===== src/hw/rtl/axis_path_point_collector_macros.svh =====
// Assertion helpers shared by the RTL. All checks are clocked on clk_i and
// are off while rst_ni is low.
`ifndef AXIS_PATH_POINT_COLLECTOR_MACROS_SVH
`define AXIS_PATH_POINT_COLLECTOR_MACROS_SVH

// Property must hold at every clock edge out of reset.
`define APC_ASSERT(lbl, prop, msg) \
  lbl: assert property (@(posedge clk_i) disable iff (!rst_ni) (prop)) else $error(msg);

// Condition must never be seen at a clock edge out of reset.
`define APC_ASSERT_NEVER(lbl, cond, msg) \
  lbl: assert property (@(posedge clk_i) disable iff (!rst_ni) !(cond)) else $error(msg);

`endif


===== src/hw/rtl/apc_ram.sv =====
module apc_ram #(
  parameter int unsigned WIDTH  = 8,
  parameter int unsigned DEPTH  = 16,
  parameter int unsigned ADDR_W = (DEPTH > 1) ? $clog2(DEPTH) : 1
) (
  input  logic              clk_i,
  input  logic              we_i,
  input  logic [ADDR_W-1:0] waddr_i,
  input  logic [WIDTH-1:0]  wdata_i,
  input  logic              re_i,
  input  logic [ADDR_W-1:0] raddr_i,
  output logic [WIDTH-1:0]  rdata_o
);

  logic [WIDTH-1:0] mem_q [DEPTH];
  logic [WIDTH-1:0] rdata_q;

  always_ff @(posedge clk_i) begin
    if (we_i) begin
      mem_q[waddr_i] <= wdata_i;
    end
    if (re_i) begin
      rdata_q <= mem_q[raddr_i];
    end
  end

  assign rdata_o = rdata_q;

endmodule


===== config.mk =====
export PLATFORM = sky130hd
export DESIGN_NAME = apc_ram
export DESIGN_NICKNAME = d
export VERILOG_FILES = /design/src/hw/rtl/axis_path_point_collector_macros.svh /design/src/hw/rtl/apc_ram.sv
export SDC_FILE = /design/constraint.sdc
export NUM_CORES = 1
export LEC_CHECK = 0
export BUFFER_PORTS_ARGS = -buffer_cell sky130_fd_sc_hd__buf_2
export CORE_MARGIN = 3
export CORE_UTILIZATION = 50
export CTS_BUF_LIST = sky130_fd_sc_hd__clkbuf_8
export DETAILED_ROUTE_END_ITERATION = 12
export PLACE_DENSITY = 0.73
export RECOVER_POWER = 100
export SLEW_MARGIN = 40
export SYNTH_ARGS = -nofsm -noshare
export SYNTH_HDL_FRONTEND = slang
export SYNTH_SLANG_ARGS = --single-unit

===== constraint.sdc =====
create_clock -name clk_i -period 1.6 [get_ports clk_i]
set_clock_uncertainty 0.05 [all_clocks]
set_input_delay 0.16 -clock clk_i [delete_from_list [all_inputs] [get_ports clk_i]]
set_output_delay 0.16 -clock clk_i [all_outputs]
set_load 0.05 [all_outputs]

# Word-level counts from Yosys, hierarchy flattened
# Memories as Yosys holds them, arrays and structs flattened. A register that Yosys moved wholly into a read port is not among the register bits.
# Index checks and enable logic that the tools add are counted.
# totals
regBits	0
mem_bits_rw	128
output_inout_bits	8
elab_cells	3
memories	1
# mem_list
memory	depth	word_bits	read_ports	rd_ports_with_merged_regs	wr	line	source
mem_q	16	8	1	1	1	apc_ram.sv:15	logic [WIDTH-1:0] mem_q [DEPTH];
# classes
muxes	2
# ops
cell	count
2-to-1 mux 1 bit	2

# Depth between registers and ports, before layout
# Gate-level depths: netlist of the first run.
# depth
ltp_word	2
mapped_depth	5
depth_no_buf	3

# Worst setup path after synthesis of the first run
# No wires, ideal clock.
# synth_path
kind	input to register
from	input waddr_i[2]
to	memory mem_q[0][0], enable pin
t_arrival_ns	1.270
required_ns	1.167
setup_slack_ns	-0.103
path_stages	2
cell_sequence	or3b_2 nor3_1
# synth_lines
item	line	source
start: declaration	apc_ram.sv:8	input logic [ADDR_W-1:0] waddr_i,
end: declaration	apc_ram.sv:15	
# Straight into the memory's write port.

==> out/qor.yml, run 1 <==
crit_path_top_delay_cell: "mux4_2"
layout_commonest_cell: "edfxtp_1"
drc_errors: 0
fin_crit_ns: 1.506
cts_root_buf: "clkbuf_8"
instances_no_fill: 431
hp-class: "in2reg"
cp_cell_sequence: "mux4_2 > a22oi_1 > nand2_1"
cts_buffer_depth: 2
core_sq_um: 9955
relSlewSlack_pct: 52.06
pwr-share-seq_pct: 54.9
port_buffers: 26
area_growth_pct: 14.46
overflow: 0
max_slew.worst_pin.slew_ns: 0.7177
layout_common_cells: "edfxtp_1, clkbuf_1, mux4_2"
clock_sinks: 136
cts_buffers: 17
ys_seq_area_share_pct: 78.12
rsz0062_at_grt: "false"
power_frac_clock_pct: 39.5
critPathLaunchType: "flop"
synthTopCellsByArea: "edfxtp_1, mux4_2, mux4_1"
final_cell_area_sq_um: 5983
grt_max_degree: 21
critPathKind: "reg2reg"
globalplace.congestion: 0.7521
grtUsageTotal_pct: 17.80
critical_path_required_ns: 1.71
fin_hold_ws_ns: 0.1829
dr.pass1.iters: 4
insertedDiodeCount: 0
p_leak_nw: 1.925
vias_per_cell: 5.619
drt-wirelength-per-cell_um: 21.84
yosys.area.top_type: "edfxtp_1"
fin_crit_sh_pct: 94.10
ant_nets: 0
yosys_warnings: 0
status: "finished clean"
swShare_pct: 20.59
grt_pass1_wl_um: 14660
netlist.area_leader.share_pct: 78.12
clock.fmax_mhz: 664.2
switchingPower_mw: 1.514
die_h_um: 108.3
setup_viol: 0
irDropWorstVdd_mv: 0.5149
die_area_sq_um: 11720
drive_above_1_share_pct: 21.81
syn_area_sq_um: 5228
grt_pass1_vias: 2545
power_report.internal_total_mw: 5.838
fin_ws_ns: 0.09434
place_worst_setup_slack_ns: -0.1845
nets: 305
p_per_area_nw_per_um2: 1229
clk_latency_ns: 0.41
path_max_fanout: 1
dpl-instance-area_sq_um: 5645
ys_seq_elements: 136
via_count: 2422
cts_tree: "yes"
drt_wl_total_um: 9412
synth_area_per_cell_sq_um: 22.83
synth.distinct_cells: 18
final-hold-violation-count: 0
max_stage_delay_ns: 0.48
rows: 36
die_w_um: 108.3
dpl.hpwl_um: 5990
ios: 27
start_util_pct: 52.51
synth_cells: 229
clk_pin_slew_worst_paths_ns: 0.08
drt_iter0_drc: 175
htreeDepth: 4
dp_cells: 400
max_cap_viol_count: 0
synth_fp_nets: 248
drv_slew: 0
arrival_ns: 1.61
p_comb_share_pct: 5.6
antenna_found_initial: 0
end_kind: "flop"
[per-layer routing]
layer / part of all wire, % / GRT usage [%]
met1: 42 / 24.60
met5: 0 / 0
met3: 7.1 / 5.194
met2: 51 / 28.15
met4: 0.40 / 4.959
[critical path: cells and delay by family, from the launching register on]
family          cells  cell delay, ns
simple gates        1            0.08
mux                 1            0.48
compound gates      1            0.27
flops               1            0.37
[Yosys cell counts, drive strengths merged]
library cell / count
clkdlybuf4s25: 3
nand3: 1
nand3b: 2
nand2b: 2
nand2: 9
a22oi: 16
mux4: 32
nor2: 13
and2b: 1
nor3: 4
and2: 1
or3b: 1
buf: 7
nor2b: 1
edfxtp: 136
[worst paths after layout]
check / start / slack (ns) / depth (start not counted) / to
worst max register to register: mem_q[11][6] / 0.09 / 3 / rdata_o[6]
worst min register to register: mem_q[10][0] / 0.72 / 3 / rdata_o[0]
worst max-delay path: mem_q[11][6] / 0.09 / 3 / rdata_o[6]
worst min-delay path: re_i / 0.18 / 1 / rdata_o[4]
[logic make-up after synthesis]
group | synth area share (%)
compound gates | 2.298
simple gates | 3.136
buf+inv | 1.651
mux | 14.79
flops | 78.12
[metrics by stage]
step / util [%] / total power [mW] / setup TNS, ns
floorplan: - / 4.368 / 0
global placement: 56.71 / 4.529 / -0.8339
detailed placement: 56.71 / 4.541 / -0.9575
CTS: 60.91 / 7.420 / 0
global route: 60.11 / 7.612 / 0
finish: 60.11 / 7.352 / 0
[layout make-up]
class | count | area, sq um
repair buffers | 48 | 252.7
flip-flops and latches | 136 | 4084
clock inverters | 14 | 183.9
fillers | 723 | 3971
clock buffers | 17 | 234.0
multi-input cells | 83 | 1062
well taps | 133 | 166.4
[power by group through the flow]
stage / logic [mW] / registers (mW) / clock network [mW]
finish: 0.411 / 4.04 / 2.91
global placement: 0.423 / 4.11 / 0
global route: 0.447 / 4.04 / 3.13
floorplan: 0.203 / 4.17 / 0
detailed placement: 0.429 / 4.11 / 0
CTS: 0.431 / 4.03 / 2.96
[what timing repair did]
item	CTS	global route
resized for setup	0	1
endpoints found under the setup margin	0	1
buffers inserted	0	0
hold buffers	0	0
[state kept, by name, summed over array words and instances, names as in the netlist]
name     flops
rdata_o      8
mem_q      128
(Power assumes the default switching activity.)
==> run 2, diff against run 1 <==
--- a/config.mk
+++ b/config.mk
@@ -7,10 +7,10 @@
 export LEC_CHECK = 0
 export BUFFER_PORTS_ARGS = -buffer_cell sky130_fd_sc_hd__buf_2
 export CORE_MARGIN = 3
-export CORE_UTILIZATION = 50
+export CORE_UTILIZATION = 35
 export CTS_BUF_LIST = sky130_fd_sc_hd__clkbuf_8
 export DETAILED_ROUTE_END_ITERATION = 12
-export PLACE_DENSITY = 0.73
+export PLACE_DENSITY = 0.55
 export RECOVER_POWER = 100
 export SLEW_MARGIN = 40
 export SYNTH_ARGS = -nofsm -noshare
==> run 2 against run 1 <==
  * Die area increased by 40%
  * Core utilization fell by 19 points
  * Clock power shrank 19%
==> out/qor.yml, run 2 (same netlist as run 1, synthesis figures left out) <==
r2r_cells: 3  # unchanged
crit_path_end: "rdata_o[2]"  # was rdata_o[6]
drv_slew: 0  # unchanged
nFillCells: 1306  # was 723
drt-wirelength-per-cell_um: 21.48  # was 21.84 um
die_w_um: 128.2  # was 108.3 um
status: "finished clean"  # unchanged
hp-class: "in2reg"  # unchanged
postCtsSetupBuffers: 0  # unchanged
cts_tree: "yes"  # unchanged
grtUsageTotal_pct: 13.71  # was 17.80%
die_area_sq_um: 16440  # was 11,720 sq um
irDropWorstVdd_mv: 0.5623  # was 0.5149 mV
core_sq_um: 14590  # was 9955 sq um
ff2ff_setup_slack_ns: 0.05  # was 0.09 ns
ant_nets: 0  # unchanged
largest_register_ffs: 128  # unchanged
grt_pass1_vias: 2561  # was 2,545
htreeDepth: 4  # unchanged
fin_setup_tns_ns: 0  # unchanged
overflow: 0  # unchanged
clk_latency_ns: 0.43  # was 0.41 ns
max_slew.worst_pin.slew_ns: 0.8454  # was 0.7177 ns
cts_buffer_depth: 2  # unchanged
insertedDiodeCount: 0  # unchanged
cts_buffers: 17  # unchanged
critical_path_required_ns: 1.72  # was 1.71 ns
dpl-instance-area_sq_um: 5757  # was 5645 sq um
dp_cells: 454  # was 400
die_h_um: 128.2  # was 108.3 um
fin_crit_sh_pct: 96.91  # was 94.10%
ctsResizeCount: 0  # unchanged
grt_max_degree: 20  # was 21
clock_sinks: 136  # unchanged
largest-register: "mem_q"  # unchanged
drt_wl_total_um: 10440  # was 9412 um
start_util_pct: 35.83  # was 52.51%
drt_iter0_drc: 159  # was 175
globalplace.congestion: 0.7499  # was 0.7521
drc_errors: 0  # unchanged
antenna_found_initial: 1  # was 0
area_growth_pct: 14.94  # was 14.46%
dr.pass1.iters: 4  # unchanged
fin_crit_ns: 1.551  # was 1.506 ns
final_cell_area_sq_um: 6008  # was 5983 sq um
reg2reg_from: "mem_q[10][2]"  # was mem_q[11][6]
arrival_ns: 1.67  # was 1.61 ns
layout_commonest_cell: "edfxtp_1"  # unchanged
grt_pass1_wl_um: 15820  # was 14,660 um
vias_per_cell: 5.062  # was 5.619
drive_above_1_share_pct: 22.19  # was 21.81%
cts_root_buf: "clkbuf_8"  # unchanged
critPathLaunch: "mem_q[10][2]"  # was mem_q[11][6]
nets: 308  # was 305
clock.fmax_mhz: 645.0  # was 664.2 MHz
port_buffers: 26  # unchanged
setup_viol: 0  # unchanged
critPathLaunchType: "flop"  # unchanged
critPathKind: "reg2reg"  # unchanged
layout_common_cells: "edfxtp_1, clkbuf_1, mux4_2"  # unchanged
p_per_area_nw_per_um2: 1136  # was 1229 nW/um^2
instances_no_fill: 486  # was 431
holdBufCountCts: 0  # unchanged
via_count: 2460  # was 2,422
path_max_fanout: 1  # unchanged
dpl.hpwl_um: 7003  # was 5990 um
ios: 27  # unchanged
max_cap_viol_count: 0  # unchanged
end_kind: "flop"  # unchanged
r2r_end: "rdata_o[2]"  # was rdata_o[6]
clk_pin_slew_worst_paths_ns: 0.07  # was 0.08 ns
final-hold-violation-count: 0  # unchanged
p_leak_nw: 1.930  # was 1.925 nW
rows: 44  # was 36
relSlewSlack_pct: 43.53  # was 52.06%
run 2: cell types whose count changed in the layout (fill, tap and decap cells not counted), moves of 3 or more:
cell,change
clkinv_2,+5
clkinvlp_4,-4
bufinv_16,-3
clkbuf_2,+3
clkinv_1,+3
run 2: report_power, final:
part	switching (mW)	internal, mW
registers	0.0224	4.01
logic	0.280	0.163
clock network	1.18	1.17
run 2: per-stage QoR:
step                hold WS (ns)  power (mW)  util (%)  setup WS (ns)
finish                    0.2015       6.825     41.18        0.04950
detailed placement        0.5112       4.574     39.46        -0.3004
floorplan                 0.2089       4.368         -         0.1076
global placement          0.5034       4.563     39.46        -0.2805
CTS                      0.03125       6.943     41.72       0.001111
global route              0.1921       7.117     41.18      -0.002000
run 2: final cells by class:
| class | count | area (sq um) | area share, % |
|---|---|---|---|
| Clock buffer | 17 | 234.0 | 3.894 |
| Clock inverter | 15 | 95.09 | 1.583 |
| Multi-Input combinational cell | 83 | 1072 | 17.85 |
| Sequential cell | 136 | 4084 | 67.97 |
| Tap cell | 184 | 230.2 | 3.832 |
| Timing Repair Buffer | 51 | 292.8 | 4.873 |
run 2: layer usage:
metal / vias to the layer above / share of wire [%] / global-route usage [%] / routed length, um
met2: 61 / 48 / 20.26 / 5042
met1: 1290 / 46 / 19.01 / 4759
met4: 2 / 0.98 / 5.243 / 102
met5: - / 0.12 / 0 / 13
met3: 10 / 5.0 / 4.417 / 520
li1: 1097 / - / - / -
run 2: how the worst min path moves through the flow:
stage / from / to / slack [ns] / cells past startpoint
finish: re_i / rdata_o[7] / 0.20 / 1
global route: re_i / rdata_o[7] / 0.19 / 1
detailed placement: re_i / rdata_o[7] / 0.51 / 1
CTS: re_i / rdata_o[7] / 0.03 / 1
floorplan: wdata_i[0] / mem_q[0][0] / 0.21 / 0
global placement: wdata_i[0] / mem_q[7][0] / 0.50 / 1
run 2: worst max-delay path, stage by stage, from the launching register on:
cell      delay (ns)
edfxtp_1        0.36
mux4_1          0.51
a22oi_1         0.29
nand2_1         0.08
==> run 3, diff against run 2 <==
==> constraint.sdc (replaced) <==
create_clock -name clk_i -period 1.4 [get_ports clk_i]
set_clock_uncertainty 0.05 [all_clocks]
set_input_delay 0.14 -clock clk_i [delete_from_list [all_inputs] [get_ports clk_i]]
set_output_delay 0.14 -clock clk_i [all_outputs]
set_load 0.05 [all_outputs]
==> run 3 against run 2 <==
  * The flow now finishes with violations (negative setup slack)
  * Core utilization about the same
  * Critical path depth did not move
  * Clock-buffer cell count unchanged
  * Global-route usage down 0.69 points
  * Via count increased by 0.24%
  * Fmax grew 5.2%
  * Largest power group unchanged
  * Highest routed layer is now met4
==> out/qor.yml, run 3 (same netlist as run 1, synthesis figures left out) <==
clk_latency_ns: 0.43  # about the same
grtUsageTotal_pct: 13.03  # was 13.71%
area_growth_pct: 14.91  # was 14.94%
drt_wl_total_um: 9937  # was 10,440 um
start_util_pct: 35.83  # unchanged
p_leak_nw: 1.911  # was 1.930 nW
antenna_found_initial: 0  # was 1
overflow: 0  # unchanged
arrival_ns: 1.59  # was 1.67 ns
die_w_um: 128.2  # unchanged
dpl.hpwl_um: 6628  # was 7003 um
critPathKind: "reg2reg"  # unchanged
instances_no_fill: 487  # was 486
dp_cells: 456  # was 454
rows: 44  # unchanged
grt_max_degree: 23  # was 20
max_cap_viol_count: 0  # unchanged
drt-wirelength-per-cell_um: 20.40  # was 21.48 um
core_sq_um: 14590  # unchanged
clock.fmax_mhz: 678.4  # was 645.0 MHz
grt_pass1_wl_um: 15300  # was 15,820 um
cts_buffer_depth: 2  # unchanged
relSlewSlack_pct: 43.19  # was 43.53%
nets: 310  # was 308
max_slew.worst_pin.slew_ns: 0.8490  # was 0.8454 ns
holdPathStages: 1  # unchanged
dr.pass1.iters: 4  # unchanged
layout_commonest_cell: "edfxtp_1"  # unchanged
drive_above_1_share_pct: 29.70  # was 22.19%
max_stage_delay_ns: 0.49  # was 0.51 ns
critical_path_required_ns: 1.52  # was 1.72 ns
r2r_cells: 3  # unchanged
layout_common_cells: "edfxtp_1, mux4_2, clkbuf_1"  # was edfxtp_1, clkbuf_1, mux4_2
fin_ws_ns: -0.07400  # was 0.04950 ns
drc_errors: 0  # unchanged
grt_busiest_layer: "met2"  # unchanged
path_max_fanout: 1  # unchanged
status: "complete, but fails checks"  # was finished clean
cts_tree: "yes"  # unchanged
final-hold-violation-count: 0  # unchanged
die_h_um: 128.2  # unchanged
via_count: 2466  # was 2,460
cts_buffers: 17  # unchanged
ff2ff_setup_slack_ns: -0.07  # was 0.05 ns
cp_cell_sequence: "mux4_2 > a22oi_2 > nand2_1"  # was mux4_1 > a22oi_1 > nand2_1
irDropWorstVdd_mv: 0.5725  # was 0.5623 mV
clock_sinks: 136  # unchanged
violations: "negative setup slack"
port_buffers: 26  # unchanged
critPathLaunchType: "flop"  # unchanged
ios: 27  # unchanged
gr-usage-met1_pct: 16.78  # was 19.01%
largest_register_ffs: 128  # unchanged
r2r_end: "rdata_o[6]"  # was rdata_o[2]
die_area_sq_um: 16440  # unchanged
cts_root_buf: "clkbuf_8"  # unchanged
vias_per_cell: 5.064  # was 5.062
hold_start: "re_i"  # unchanged
drv_slew: 0  # unchanged
fin_crit_sh_pct: 105.3  # was 96.91%
p_per_area_nw_per_um2: 1360  # was 1136 nW/um^2
drt_iter0_drc: 259  # was 159
insertedDiodeCount: 0  # unchanged
grt_pass1_vias: 2578  # was 2,561
reg2reg_from: "mem_q[3][6]"  # was mem_q[10][2]
hp-class: "in2reg"  # unchanged
rsz0062_at_grt: "true"
crit_path_top_delay_cell: "mux4_2"  # was mux4_1
fin_crit_ns: 1.474  # was 1.551 ns
use_met2_pct: 21.08  # was 20.26%
globalplace.congestion: 0.7030  # was 0.7499
finalPower_mw: 8.171  # was 6.825 mW
htreeDepth: 4  # unchanged
ant_nets: 0  # unchanged
hold_path_end: "rdata_o[1]"  # was rdata_o[7]
setup_viol: 6  # was 0
end_kind: "flop"  # unchanged
clk_pin_slew_worst_paths_ns: 0.07  # about the same
grtUsageMet3_pct: 3.792  # was 4.417%
holdBufCountCts: 0  # unchanged
largest-register: "mem_q"  # unchanged
==> run 3: cell types whose count changed in the layout (fill, tap and decap cells not counted), sizes merged <==
cell / change
inv: +1
bufinv: +2
buf: +2
clkinv: -4
==> run 3: worst max-delay path by stage <==
stage                           start     endpoint
after floorplan            waddr_i[2]  mem_q[3][0]
after global placement     raddr_i[0]   rdata_o[6]
after detailed placement   raddr_i[0]   rdata_o[6]
after CTS                 mem_q[3][6]   rdata_o[6]
after global routing      mem_q[2][6]   rdata_o[6]
final                     mem_q[3][6]   rdata_o[6]
==> run 3: final cells by class <==
type	instances	area (sq um)
fillers	1257	8582
flip-flops and latches	136	4084
multi-input cells	83	1041
repair buffers	53	275.3
clock buffers	17	234.0
well taps	184	230.2
clock inverters	14	142.6
==> run 3: routing by layer <==
layer	vias up	share of wire [%]
li1	1092	-
met1	1297	44
met2	65	51
met3	12	3.9
met4	0	1.2
met5	-	0
==> run 3: metrics by stage <==
step | TNS, ns | hold WS, ns | setup slack [ns] | area, sq um | util, %
2_1_floorplan | -1.676 | 0.1889 | -0.05615 | 5221 | -
3_3_place_gp | -4.114 | 0.4787 | -0.4046 | 5689 | 39.00
3_5_place_dp | -4.603 | 0.4775 | -0.4463 | 5689 | 39.00
4_1_cts | -0.3755 | 0.01021 | -0.1010 | 6087 | 41.72
5_1_grt | -0.6906 | 0.1633 | -0.1175 | 6007 | 41.18
6_report | -0.1502 | 0.1510 | -0.07400 | 6007 | 41.18
==> run 3: timing repair <==
| action | 4_1_cts | 5_1_grt |
|---|---|---|
| gates resized for setup | 6 | 1 |
| endpoints found under the setup margin | 8 | 8 |
| pin swaps | 3 | 1 |
| gates cloned | 0 | 0 |
| buffers inserted | 0 | 0 |
==> run 3: worst max-delay path, delay by kind of cell, from the launching register on <==
| family | cells | cell delay [ns] |
|---|---|---|
| AOI/OAI and AO/OA | 1 | 0.22 |
| DFF | 1 | 0.36 |
| and+or+nand+nor | 1 | 0.10 |
| muxes | 1 | 0.49 |
==> run 3: where the power goes <==
group / switching, mW / internal [mW]
Combinational: 0.312 / 0.188
Clock: 1.36 / 1.70
Sequential: 0.0235 / 4.59
